===== src/rtl/core/srt_pkg.sv =====
package srt_pkg;

  // Table geometry.
  localparam int unsigned DEPTH      = 16;
  localparam int unsigned NAME_BYTES = 20;

  // Counts run from 0 to DEPTH; indexes from 0 to DEPTH-1.
  localparam int unsigned CNT_W = $clog2(DEPTH + 1);
  localparam int unsigned IDX_W = $clog2(DEPTH);

  // Stream widths.
  localparam int unsigned IN_DATA_W  = 208;
  localparam int unsigned OUT_DATA_W = 224;
  localparam int unsigned KIND_W     = 2;
  localparam int unsigned STATUS_W   = 3;

  // Operation codes carried on the slave tuser.
  localparam logic [KIND_W-1:0] KIND_INSERT = 2'd0;
  localparam logic [KIND_W-1:0] KIND_DELETE = 2'd1;
  localparam logic [KIND_W-1:0] KIND_DUMP   = 2'd2;

  // Result codes carried on the master tuser.
  localparam logic [STATUS_W-1:0] STAT_INSERTED  = 3'd0;
  localparam logic [STATUS_W-1:0] STAT_FULL      = 3'd1;
  localparam logic [STATUS_W-1:0] STAT_DELETED   = 3'd2;
  localparam logic [STATUS_W-1:0] STAT_NOT_FOUND = 3'd3;
  localparam logic [STATUS_W-1:0] STAT_LISTED    = 3'd4;
  localparam logic [STATUS_W-1:0] STAT_EMPTY     = 3'd5;

  // One stored record.
  typedef struct packed {
    logic signed [31:0] key;
    logic [15:0]        score;
    logic [63:0]        name_lo;
    logic [63:0]        name_mid;
    logic [31:0]        name_hi;
  } rec_t;

  // Command broadcast to every cell of the chain.
  typedef enum logic [1:0] {
    CMD_HOLD   = 2'd0,
    CMD_INSERT = 2'd1,
    CMD_DELETE = 2'd2,
    CMD_ROTATE = 2'd3
  } cmd_e;

  // Where a cell sits relative to the current fill level.
  typedef struct packed {
    logic occ;      // cell holds a record
    logic at_fill;  // first free cell
    logic at_tail;  // last occupied cell
  } cell_pos_t;

  // Keeps the bytes of an 8-byte name word that lie below NAME_BYTES.
  function automatic logic [63:0] name_mask(input int unsigned base);
    logic [63:0] m;
    m = '0;
    for (int unsigned b = 0; b < 8; b++) begin
      if (base + b < NAME_BYTES) begin
        m[b*8 +: 8] = 8'hFF;
      end
    end
    return m;
  endfunction

endpackage


===== src/rtl/core/srt_cell.sv =====
module srt_cell
  import srt_pkg::*;
(
  input  logic               clk_i,
  input  cmd_e               cmd_i,
  input  logic signed [31:0] op_key_i,
  input  rec_t               new_rec_i,
  input  cell_pos_t          pos_i,
  input  rec_t               left_rec_i,
  input  logic               left_ge_i,
  input  rec_t               right_rec_i,
  input  rec_t               head_rec_i,
  output rec_t               rec_o,
  output logic               ge_o,
  output logic               hit_o
);

  rec_t rec_q, rec_d;

  // Occupied cells at or after the operand's sorted place.
  assign ge_o  = pos_i.occ && (rec_q.key >= op_key_i);
  // First cell holding the operand key: equal keys are contiguous.
  assign hit_o = pos_i.occ && (rec_q.key == op_key_i) && !left_ge_i;

  always_comb begin
    rec_d = rec_q;
    case (cmd_i)
      CMD_INSERT: begin
        if (left_ge_i) begin
          rec_d = left_rec_i;
        end else if (ge_o || pos_i.at_fill) begin
          rec_d = new_rec_i;
        end
      end
      CMD_DELETE: begin
        if (ge_o) begin
          rec_d = right_rec_i;
        end
      end
      CMD_ROTATE: begin
        if (pos_i.at_tail) begin
          rec_d = head_rec_i;
        end else if (pos_i.occ) begin
          rec_d = right_rec_i;
        end
      end
      default: begin
        rec_d = rec_q;
      end
    endcase
  end

  always_ff @(posedge clk_i) begin
    rec_q <= rec_d;
  end

  assign rec_o = rec_q;

endmodule


===== config.mk =====
export PLATFORM = sky130hd
export DESIGN_NAME = srt_cell
export DESIGN_NICKNAME = d
export VERILOG_FILES = /design/src/rtl/core/srt_pkg.sv /design/src/rtl/core/srt_cell.sv
export SDC_FILE = /design/constraint.sdc
export NUM_CORES = 1
export LEC_CHECK = 0
export ABC_AREA = 0
export BUFFER_PORTS_ARGS = -buffer_cell sky130_fd_sc_hd__buf_2
export CAP_MARGIN = 30
export CORE_AREA = 2 2 420 422
export DETAILED_ROUTE_END_ITERATION = 10
export DIE_AREA = 0 0 422 424
export MAX_ROUTING_LAYER = met4
export PLACE_DENSITY_LB_ADDON = 0.2
export SYNTH_ARGS = -nofsm -noshare
export SYNTH_HDL_FRONTEND = slang
export SYNTH_SLANG_ARGS = --single-unit

===== constraint.sdc =====
create_clock -name clk_i -period 22.6 [get_ports clk_i]
set_input_delay 3.39 -clock clk_i [delete_from_list [all_inputs] [get_ports clk_i]]
set_output_delay 3.39 -clock clk_i [all_outputs]
set_load 0.02 [all_outputs]

==> run metrics, run 1 <==
Core Rows=154; Synth top area share=0.466; status=did not finish; Mapped Area=13400 µm²; number of global-route vias before repair=16800; Cells after Synth=1516; Post-Synthesis Net Count=2419; TritonCTS Sinks=208; Initial Util=0.0766; Post-synth ARST share=0; Port Buffer Count=1080; Syn. warnings=0; Netlist cell types=29; Hold Buf Count CTS=0; PostCTS Resize Cnt=0; Bufs on Longest Clock Path=3; register area share after synthesis=0.466; failing step=detailed routing; first-pass GRT wire length=163000 µm; GRT Overall Usage=0.141; Post-CTS Setup Inserts=0; die width=422 µm; Top FF cell, synth=edfxtp_1; root buf cell=clkbuf_16; most frequent cell after synthesis=nand2_1; synth top area cells=edfxtp_1, nand2_1, a211oi_1; antenna violations before repair=94; Top-Level Pins=1081; Synth Register Bits=208; synth cell count leaders=nand2_1, a211oi_1, nor2b_1; Die Y-Extent=424 µm; Post-synth EDFFs=208; DPL Wire Length=108000 µm; H-tree depth=2; largest net degree at the start of global routing=127; GPL Wtd Cong=0.956; Num CTS Buffers=34; grt ovf=0; syn avg cell area=8.84 µm²; most area-hungry cell type in the Yosys netlist=edfxtp_1; stop err=[ERROR DRT-0255] Maze Route cannot find path of net rec_o[207] in worker of routeBox ( 386400 193200 ) ( 422000 241500 ).
## stage by stage
stage          area (µm²)  cells  hold WS (ns)  setup slack [ns]
2_1_floorplan       13400   1516          3.67              8.56
3_3_place_gp        21500   4824          1.61             13.83
3_5_place_dp        21500   4825          1.55             13.85
4_1_cts             22500   4884          1.58             13.85
5_1_grt             22700   4937          1.68             13.80
## cell families after synthesis
logic type / after synthesis / share of synthesized area
AO/OA/AOI/OAI: 443 / 0.226
adder cells (fa/ha/maj): 32 / 0.0299
buffers and inverters: 170 / 0.0498
flip-flops: 208 / 0.466
multiplexers: 1 / 0.000747
AND/OR/NAND/NOR: 662 / 0.228
## layer usage
layer	GRT usage
met2	0.230
met3	0.0548
met5	-
met1	0.159
met4	0.0371
==> run 2: changes to the inputs <==
--- a/config.mk
+++ b/config.mk
@@ -8,11 +8,10 @@
 export ABC_AREA = 0
 export BUFFER_PORTS_ARGS = -buffer_cell sky130_fd_sc_hd__buf_2
 export CAP_MARGIN = 30
-export CORE_AREA = 2 2 420 422
+export CORE_AREA = 2 2 419 421
 export DETAILED_ROUTE_END_ITERATION = 10
-export DIE_AREA = 0 0 422 424
-export MAX_ROUTING_LAYER = met4
-export PLACE_DENSITY_LB_ADDON = 0.2
+export DIE_AREA = 0 0 421 423
+export PLACE_DENSITY_LB_ADDON = 0.15
 export SYNTH_ARGS = -nofsm -noshare
 export SYNTH_HDL_FRONTEND = slang
 export SYNTH_SLANG_ARGS = --single-unit
==> run 2 against run 1 <==
  * The flow now finishes without violations
  * Global-route usage decreased by 0.52 points
  * Synthesized cell count unchanged
  * Area after synthesis is the same
==> run metrics, run 2 <==
register area share after synthesis=0.466; Worst-Skew Late Latency=0.59 ns; most frequent cells in the layout=buf_2, nand2_1, a211oi_1; Critical Path Stages=10; crit start category=primary input; peak supply drop=0.0395 mV; vias per inst=3.39; most frequent cell after synthesis=nand2_1; Top FF cell, synth=edfxtp_1; reg-to-reg critical path endpoint=rec_o[24]; worst-path maximum fanout=2; wire per inst=25.9 µm; max reg flops=208; Port Buffer Count=1080; Slew Limit Fails=0; die footprint=178000 µm²; Mapped Area=13400 µm²; RR Startpoint=rec_o[207]; synth cell count leaders=nand2_1, a211oi_1, nor2b_1; Slew HR=0.327; CP Cell Sequence=buf_2 > inv_1 > ha_1 > a21oi_1 > o21ai_0 > a21oi_1 > o211ai_2 > mux2i_1 > or2_1 > buf_2; R2R setup slack=18.36 ns; die width=421 µm; Critical Path Sink=ge_o; Critical Path Slowest Stage Cell=a21oi_1; H-tree depth=2; Post-synth EDFFs=208; WP buf/inv=3; Top-Level Pins=1081; simple-gate share of the synthesized area=0.228; largest family of logic cells by synthesized area=simple AND/OR/NAND/NOR gates; RSZ-0062 raised after global routing=false; Num CTS Buffers=37; root buf cell=clkbuf_16; Post-Synth XOR/XNOR Area=0; max-cap viol count=0; Bufs on Longest Clock Path=3; Synth Register Bits=208; Finished Core Util=0.131; first-pass GRT wire length=162000 µm; Synth top area share=0.466; maximum clock frequency=116 MHz; GRT Overall Usage=0.135; TNS Setup=0 ns; slowest stage delay, CP=0.43 ns; TritonCTS Sinks=208; antenna violations before repair=83; crit path from=op_key_i[21]; Crit path arrival time=5.25 ns; post-layout net count=3425; final cycle utilization of the critical path=0.382; Pre-antenna DRT Iters=5; Die Y-Extent=423 µm; Core Rows=153; DR vias=16500; Layout area overhead=68.9%; Netlist cell types=29; Hold Fails Final Rpt=0; Initial Util=0.0774; worst-margin pin slew=1.01 ns; Worst path top cell family by delay=compound AO/OA/AOI/OAI gates; synth top area cells=edfxtp_1, nand2_1, a211oi_1; grt ovf=0; worst hold slack=1.43 ns; Starting DRT DRC Count=945; Core Box Area=173000 µm²; post-synthesis mux area share=0.000747; Post-Synthesis Net Count=2419; Hold Buf Count CTS=0; CTS tree=yes; P_leak=9.38 nW; critical setup path kind=in2out; number of global-route vias before repair=16700; R2R depth=10; Detail Route Antenna Nets=0; # DRC=0; fin crit period=8.64 ns; GPL Wtd Cong=0.939; worst min path class=reg2reg; Syn. warnings=0; # setup viols final=0; post-synthesis adder-cell area fraction=0.0299; largest net degree at the start of global routing=105; clock transition at the registers of the reported paths=0.06 ns; clk_skew=0.0313 ns; Post-synth ARST share=0; Synth Area in Compound Gates=0.226; syn avg cell area=8.84 µm²; share of layout cells above drive strength 1=0.456; Post-Route WL=126000 µm; power per cell area=66.2 nW/µm²; CP Data Required Time=19.21 ns; PostCTS Resize Cnt=0; Cells after Synth=1516; DPL Wire Length=105000 µm; most common cell after layout, fill and taps aside=buf_2; Worst setup EP type=output pin; most area-hungry cell type in the Yosys netlist=edfxtp_1; status=finished clean; Post-CTS Setup Inserts=0
==> run 2: worst min-delay path by stage <==
stage                                from  cells after the start    endpoint
after global routing           rec_o[191]                      5  rec_o[176]
after global placement         rec_o[191]                      5  rec_o[176]
after detailed placement       rec_o[191]                      5  rec_o[176]
final                          rec_o[191]                      5  rec_o[176]
after CTS                      rec_o[191]                      5  rec_o[176]
after floorplan           left_rec_i[192]                      2  rec_o[192]
==> run 2: cell type report <==
class,count,area (µm²)
Multi-Input combinational cell,1138,6510
Antenna cell,15,37.5
Tap cell,2325,2910
Clock buffer,44,995
Timing Repair Buffer,1105,5640
Clock inverter,21,180
Inverter,32,120
Sequential cell,208,6250
Fill cell,20200,151000
==> run 2: report_power, final <==
part           total (mW)  leakage (nW)  switching (mW)  internal (mW)
combinational       0.399          6.81           0.263          0.136
clock               0.590         0.568           0.244          0.346
sequential          0.510          2.00          0.0217          0.488
total                1.50          9.38           0.529          0.970
==> run 2: per-layer routing <==
| layer | GRT usage | wire length [µm] | up-vias |
|---|---|---|---|
| met3 | 0.0323 | 8020 | 178 |
| met1 | 0.164 | 51200 | 8110 |
| met4 | 0.0262 | 2410 | 50 |
| met2 | 0.242 | 64500 | 609 |
| li1 | - | - | 7601 |
| met5 | 0 | 311 | - |
==> run 2: kinds of logic after synthesis <==
logic type	Yosys count
multiplexers	1
flip-flops	208
buffers and inverters	170
AO/OA/AOI/OAI	443
AND/OR/NAND/NOR	662
adder cells (fa/ha/maj)	32
==> run 2: per-stage QoR <==
step	std cells	total power, mW	worst slack (ns)	instance area, µm²
5_1_grt	4880	1.58	13.72	22600
3_5_place_dp	4808	0.929	13.86	21400
3_3_place_gp	4806	0.930	13.87	21400
4_1_cts	4873	1.55	13.86	22600
2_1_floorplan	1516	0.703	8.56	13400
6_report	4888	1.50	13.96	22600
==> run 2: worst reg2reg max path, cell delays in order (launching register included) <==
cell,delay [ns]
edfxtp_1,0.55
ha_1,0.47
nand4_2,0.17
nor4_2,0.34
nand2_1,0.11
o211ai_2,0.09
mux2i_1,0.24
a211oi_1,0.10
nor2_4,0.28
buf_4,0.63
buf_4,0.81
(Power assumes the default switching activity.)
==> run 3: changes to the inputs <==
==> constraint.sdc (replaced) <==
create_clock -name clk_i -period 7.26 [get_ports clk_i]
set_input_delay 1.089 -clock clk_i [delete_from_list [all_inputs] [get_ports clk_i]]
set_output_delay 1.089 -clock clk_i [all_outputs]
set_load 0.02 [all_outputs]
==> run 3 against run 2 <==
  * Flip-flop and latch count unchanged
  * Count of clock-buffer cells in the layout unchanged
  * Via count down 1.2%
  * Critical path depth unchanged
  * Critical endpoint unchanged
  * Combinational power rose to 3.1 times the previous value
==> run metrics, run 3 (same netlist as run 2, synthesis figures left out) <==
GRT Overall Usage=0.131; Post-CTS Setup Inserts=0; Detail Route Antenna Nets=0; P_leak=9.31 nW; Fillers=20200; CP Data Required Time=6.17 ns; # DRC=0; Crit path arrival time=2.95 ns; vias per inst=3.36; Hold Buf Count CTS=0; Post-Route WL=123000 µm; # setup viols final=0; peak supply drop=0.116 mV; Slew Limit Fails=0; Port Buffer Count=1080; share of layout cells above drive strength 1=0.453; most common cell after layout, fill and taps aside=buf_2; sequential share of power=0.353; wire per inst=25.3 µm; Finished Core Util=0.130; Slew HR=0.240; Core Box Area=173000 µm²; Worst setup EP type=output pin; DR vias=16400; PostCTS Resize Cnt=0; Initial Util=0.0774; die footprint=178000 µm²; Hold Crit Depth=3; antenna violations before repair=78; Worst-Skew Late Latency=0.58 ns; TritonCTS Sinks=208; net switching fraction of the power=0.353; crit start category=primary input; H-tree depth=2; root buf cell=clkbuf_16; die width=421 µm; worst-path maximum fanout=5; first-pass GRT wire length=158000 µm; most frequent cells in the layout=buf_2, nand2_1, a211oi_1; Starting DRT DRC Count=884; power per cell area=199 nW/µm²; fin crit period=4.04 ns; Top-Level Pins=1081; Multi-input gate area=6510 µm²; max reg flops=208; Clock power frac=0.371; clock transition at the registers of the reported paths=0.06 ns; grt ovf=0; critical setup path kind=in2out; clk_skew=0.0299 ns; number of global-route vias before repair=16400; Bufs on Longest Clock Path=3; post-layout net count=3416; Core Rows=153; TNS Setup=0 ns; P_sw=1.58 mW; GPL Wtd Cong=0.891; max-cap viol count=0; R2R depth=9; worst hold slack=0.875 ns; maximum clock frequency=247 MHz; Pre-antenna DRT Iters=5; area taken by flip-flops and latches=6250 µm²; total power=4.48 mW; final cycle utilization of the critical path=0.557; status=finished clean; internal power=2.90 mW; Hold Fails Final Rpt=0; Gate power share=0.276; CTS tree=yes; Die Y-Extent=423 µm; Num CTS Buffers=35; worst min path class=in2reg; largest net degree at the start of global routing=131; DPL Wire Length=102000 µm; RSZ-0062 raised after global routing=false; Layout area overhead=68.0%; worst-margin pin slew=1.13 ns
-- run 3: metal layers --
metal,share of wire,global-route usage
met1,0.41,0.157
met4,0.012,0.0203
met2,0.52,0.236
met3,0.062,0.0335
met5,0.0023,0
-- run 3: area by class of cell --
class,count,share of cell area
repair buffers,1098,0.251
multi-input cells,1138,0.289
well taps,2325,0.129
diodes,9,0.00100
flip-flops and latches,208,0.277
clock inverters,15,0.00411
inverters,32,0.00534
clock buffers,44,0.0423
-- run 3: final timing paths --
path | startpoint | slack [ns] | to
worst min-delay path | head_rec_i[126] | 0.87 | rec_o[126]
worst min register to register | rec_o[207] | 1.56 | rec_o[201]
worst max-delay path | op_key_i[31] | 3.22 | ge_o
worst max register to register | rec_o[201] | 3.72 | rec_o[97]
-- run 3: per-stage QoR --
stage                     cell area (µm²)  instances  setup WS [ns]
final                               22500       4869           3.22
after floorplan                     13400       1516           1.38
after global routing                22500       4863           3.07
after global placement              21400       4801           2.85
after CTS                           22500       4860           3.13
after detailed placement            21400       4801           2.85
-- run 3: power by group through the flow --
stage                     clock network, mW  registers (mW)  logic (mW)
after floorplan                           0            1.77       0.383
after global placement                    0            1.61        1.28
after detailed placement                  0            1.61        1.27
after CTS                              1.76            1.59        1.28
after global routing                   1.79            1.59        1.34
final                                  1.66            1.58        1.23
-- run 3: critical path, stage by stage --
cell and delay, ns:
buf_2 0.08, inv_1 0.07, ha_1 0.38, nand4_2 0.16, nor4_2 0.34, nand2_1 0.11
o211ai_2 0.08, mux2i_1 0.30, or2_1 0.15, buf_2 0.18
==> run 4: changes to the inputs <==
==> constraint.sdc (replaced) <==
create_clock -name clk_i -period 3.3 [get_ports clk_i]
set_input_delay 0.495 -clock clk_i [delete_from_list [all_inputs] [get_ports clk_i]]
set_output_delay 0.495 -clock clk_i [all_outputs]
set_load 0.02 [all_outputs]
==> run 4 against run 3 <==
  * Via count is 0.44% lower
  * Global-route usage is 1.6 points lower
  * Total power is 110% higher
  * Combinational power is 130% higher
  * Worst hold slack worse by 0.65 ns
  * Clock power is 98% higher
  * Critical path type is now reg2out
  * Largest power group is now sequential cells
==> run metrics, run 4 (same netlist as run 2, synthesis figures left out) <==
sequential share of power=0.359; CTS tree=yes; global-route met3 utilization=0.0261; Starting DRT DRC Count=737; root buf cell=clkbuf_16; TritonCTS Sinks=208; power per cell area=412 nW/µm²; post-layout net count=3497; Pre-antenna DRT Iters=4; P_leak=9.75 nW; Worst-Skew Late Latency=0.64 ns; Die Y-Extent=423 µm; Core Box Area=173000 µm²; Post-Route WL=108000 µm; Fillers=20100; clock transition at the registers of the reported paths=0.07 ns; peak supply drop=0.489 mV; crit start category=register; net switching fraction of the power=0.348; Hold Fails Final Rpt=0; # setup viols final=0; H-tree depth=1; Slew Limit Fails=0; Worst setup EP type=output pin; Core Rows=153; clk_skew=0.0128 ns; DR vias=16300; worst hold slack=0.224 ns; Critical Path Slowest Stage Cell=edfxtp_1; fin crit period=3.13 ns; worst min path class=in2reg; Top Usage Layer GRT=met2; slowest stage delay, CP=0.43 ns; worst-margin pin slew=0.785 ns; grt ovf=0; maximum clock frequency=320 MHz; max-cap viol count=0; Crit path arrival time=2.63 ns; Num CTS Buffers=30; Non-Filler Cell Area, Final=23400 µm²; Slew HR=0.474; final cycle utilization of the critical path=0.948; Detail Route Antenna Nets=0; first-pass GRT wire length=142000 µm; most frequent cells in the layout=buf_2, nand2_1, a211oi_1; CP Data Required Time=2.80 ns; largest net degree at the start of global routing=77; Port Buffer Count=1080; max reg flops=208; wire per inst=21.8 µm; antenna violations before repair=45; die footprint=178000 µm²; RSZ-0062 raised after global routing=false; Gate power share=0.300; GRT Overall Usage=0.114; critical setup path kind=reg2out; CP Cell Sequence=ha_4 > nor2b_4 > o211ai_1 > a211o_1 > a21o_1 > a21oi_2 > buf_4 > or2_4 > buf_6; Layout area overhead=74.2%; Hold Buf Count CTS=0; worst-path maximum fanout=2; GR met2 Demand/Resource=0.204; DP Area=22300 µm²; Top-Level Pins=1081; share of layout cells above drive strength 1=0.475; number of global-route vias before repair=16600; most common cell after layout, fill and taps aside=buf_2; P_sw=3.35 mW; met1 usage=0.131; Layout Cells excl Fill=4958; # DRC=0; Initial Util=0.0774; GPL Wtd Cong=0.876; status=finished clean; placed instance count=4886; Bufs on Longest Clock Path=3; vias per inst=3.28; DPL Wire Length=92400 µm; die width=421 µm; Clock power frac=0.341; internal power=6.27 mW
## run 4: final cells by class
cell class                 count  area, µm²  area share
clock inverter                18        158     0.00675
antenna                       17       42.5     0.00182
clock buffer                  36        795      0.0340
multi-input combinational   1138       6570       0.281
timing repair buffer        1184       6510       0.279
tap                         2325       2910       0.125
inverter                      32        120     0.00514
sequential                   208       6250       0.267
## run 4: power groups by stage
| stage | registers (mW) | logic, mW | clock network, mW |
|---|---|---|---|
| 6_report | 3.45 | 2.89 | 3.28 |
| 5_1_grt | 3.49 | 3.13 | 3.56 |
| 4_1_cts | 3.46 | 2.97 | 3.52 |
| 3_5_place_dp | 3.51 | 2.95 | 0 |
| 3_3_place_gp | 3.51 | 2.98 | 0 |
| 2_1_floorplan | 3.90 | 0.846 | 0 |
## run 4: path summary, 6_finish.rpt
kind | to | from | slack, ns | depth (start not counted)
hold / removal | rec_o[85] | right_rec_i[85] | 0.22 | 3
setup reg to reg | rec_o[73] | rec_o[177] | 0.35 | 12
setup / recovery | ge_o | rec_o[177] | 0.17 | 9
hold reg to reg | rec_o[205] | rec_o[207] | 1.42 | 6
## run 4: through the flow
| stage | utilization | power, mW | worst slack (ns) | setup TNS, ns |
|---|---|---|---|---|
| after floorplan | - | 4.75 | -1.88 | -390.57 |
| after global placement | 0.129 | 6.49 | 0.102 | 0 |
| after detailed placement | 0.129 | 6.47 | 0.104 | 0 |
| after CTS | 0.134 | 9.95 | 0.0299 | 0 |
| after global routing | 0.135 | 10.2 | 0.0122 | 0 |
| final | 0.135 | 9.62 | 0.171 | 0 |
## run 4: what timing repair did
action	CTS	global route
buffers inserted	1	0
pin swaps	2	0
gates resized for setup	5	2
setup endpoints to repair	1	1
## run 4: layer usage
| layer | wire length [µm] | up-vias |
|---|---|---|
| met5 | 214 | - |
| met4 | 4300 | 32 |
| met3 | 5860 | 142 |
| met2 | 55800 | 612 |
| met1 | 41800 | 7745 |
| li1 | - | 7747 |
## run 4: worst max-delay path: cells and delay by family (launching register included)
family	cells	cell delay, ns
AOI/OAI and AO/OA	4	0.78
and+or+nand+nor	2	0.24
DFF	1	0.43
adders and majority gates	1	0.30
buffers and inverters	2	0.25
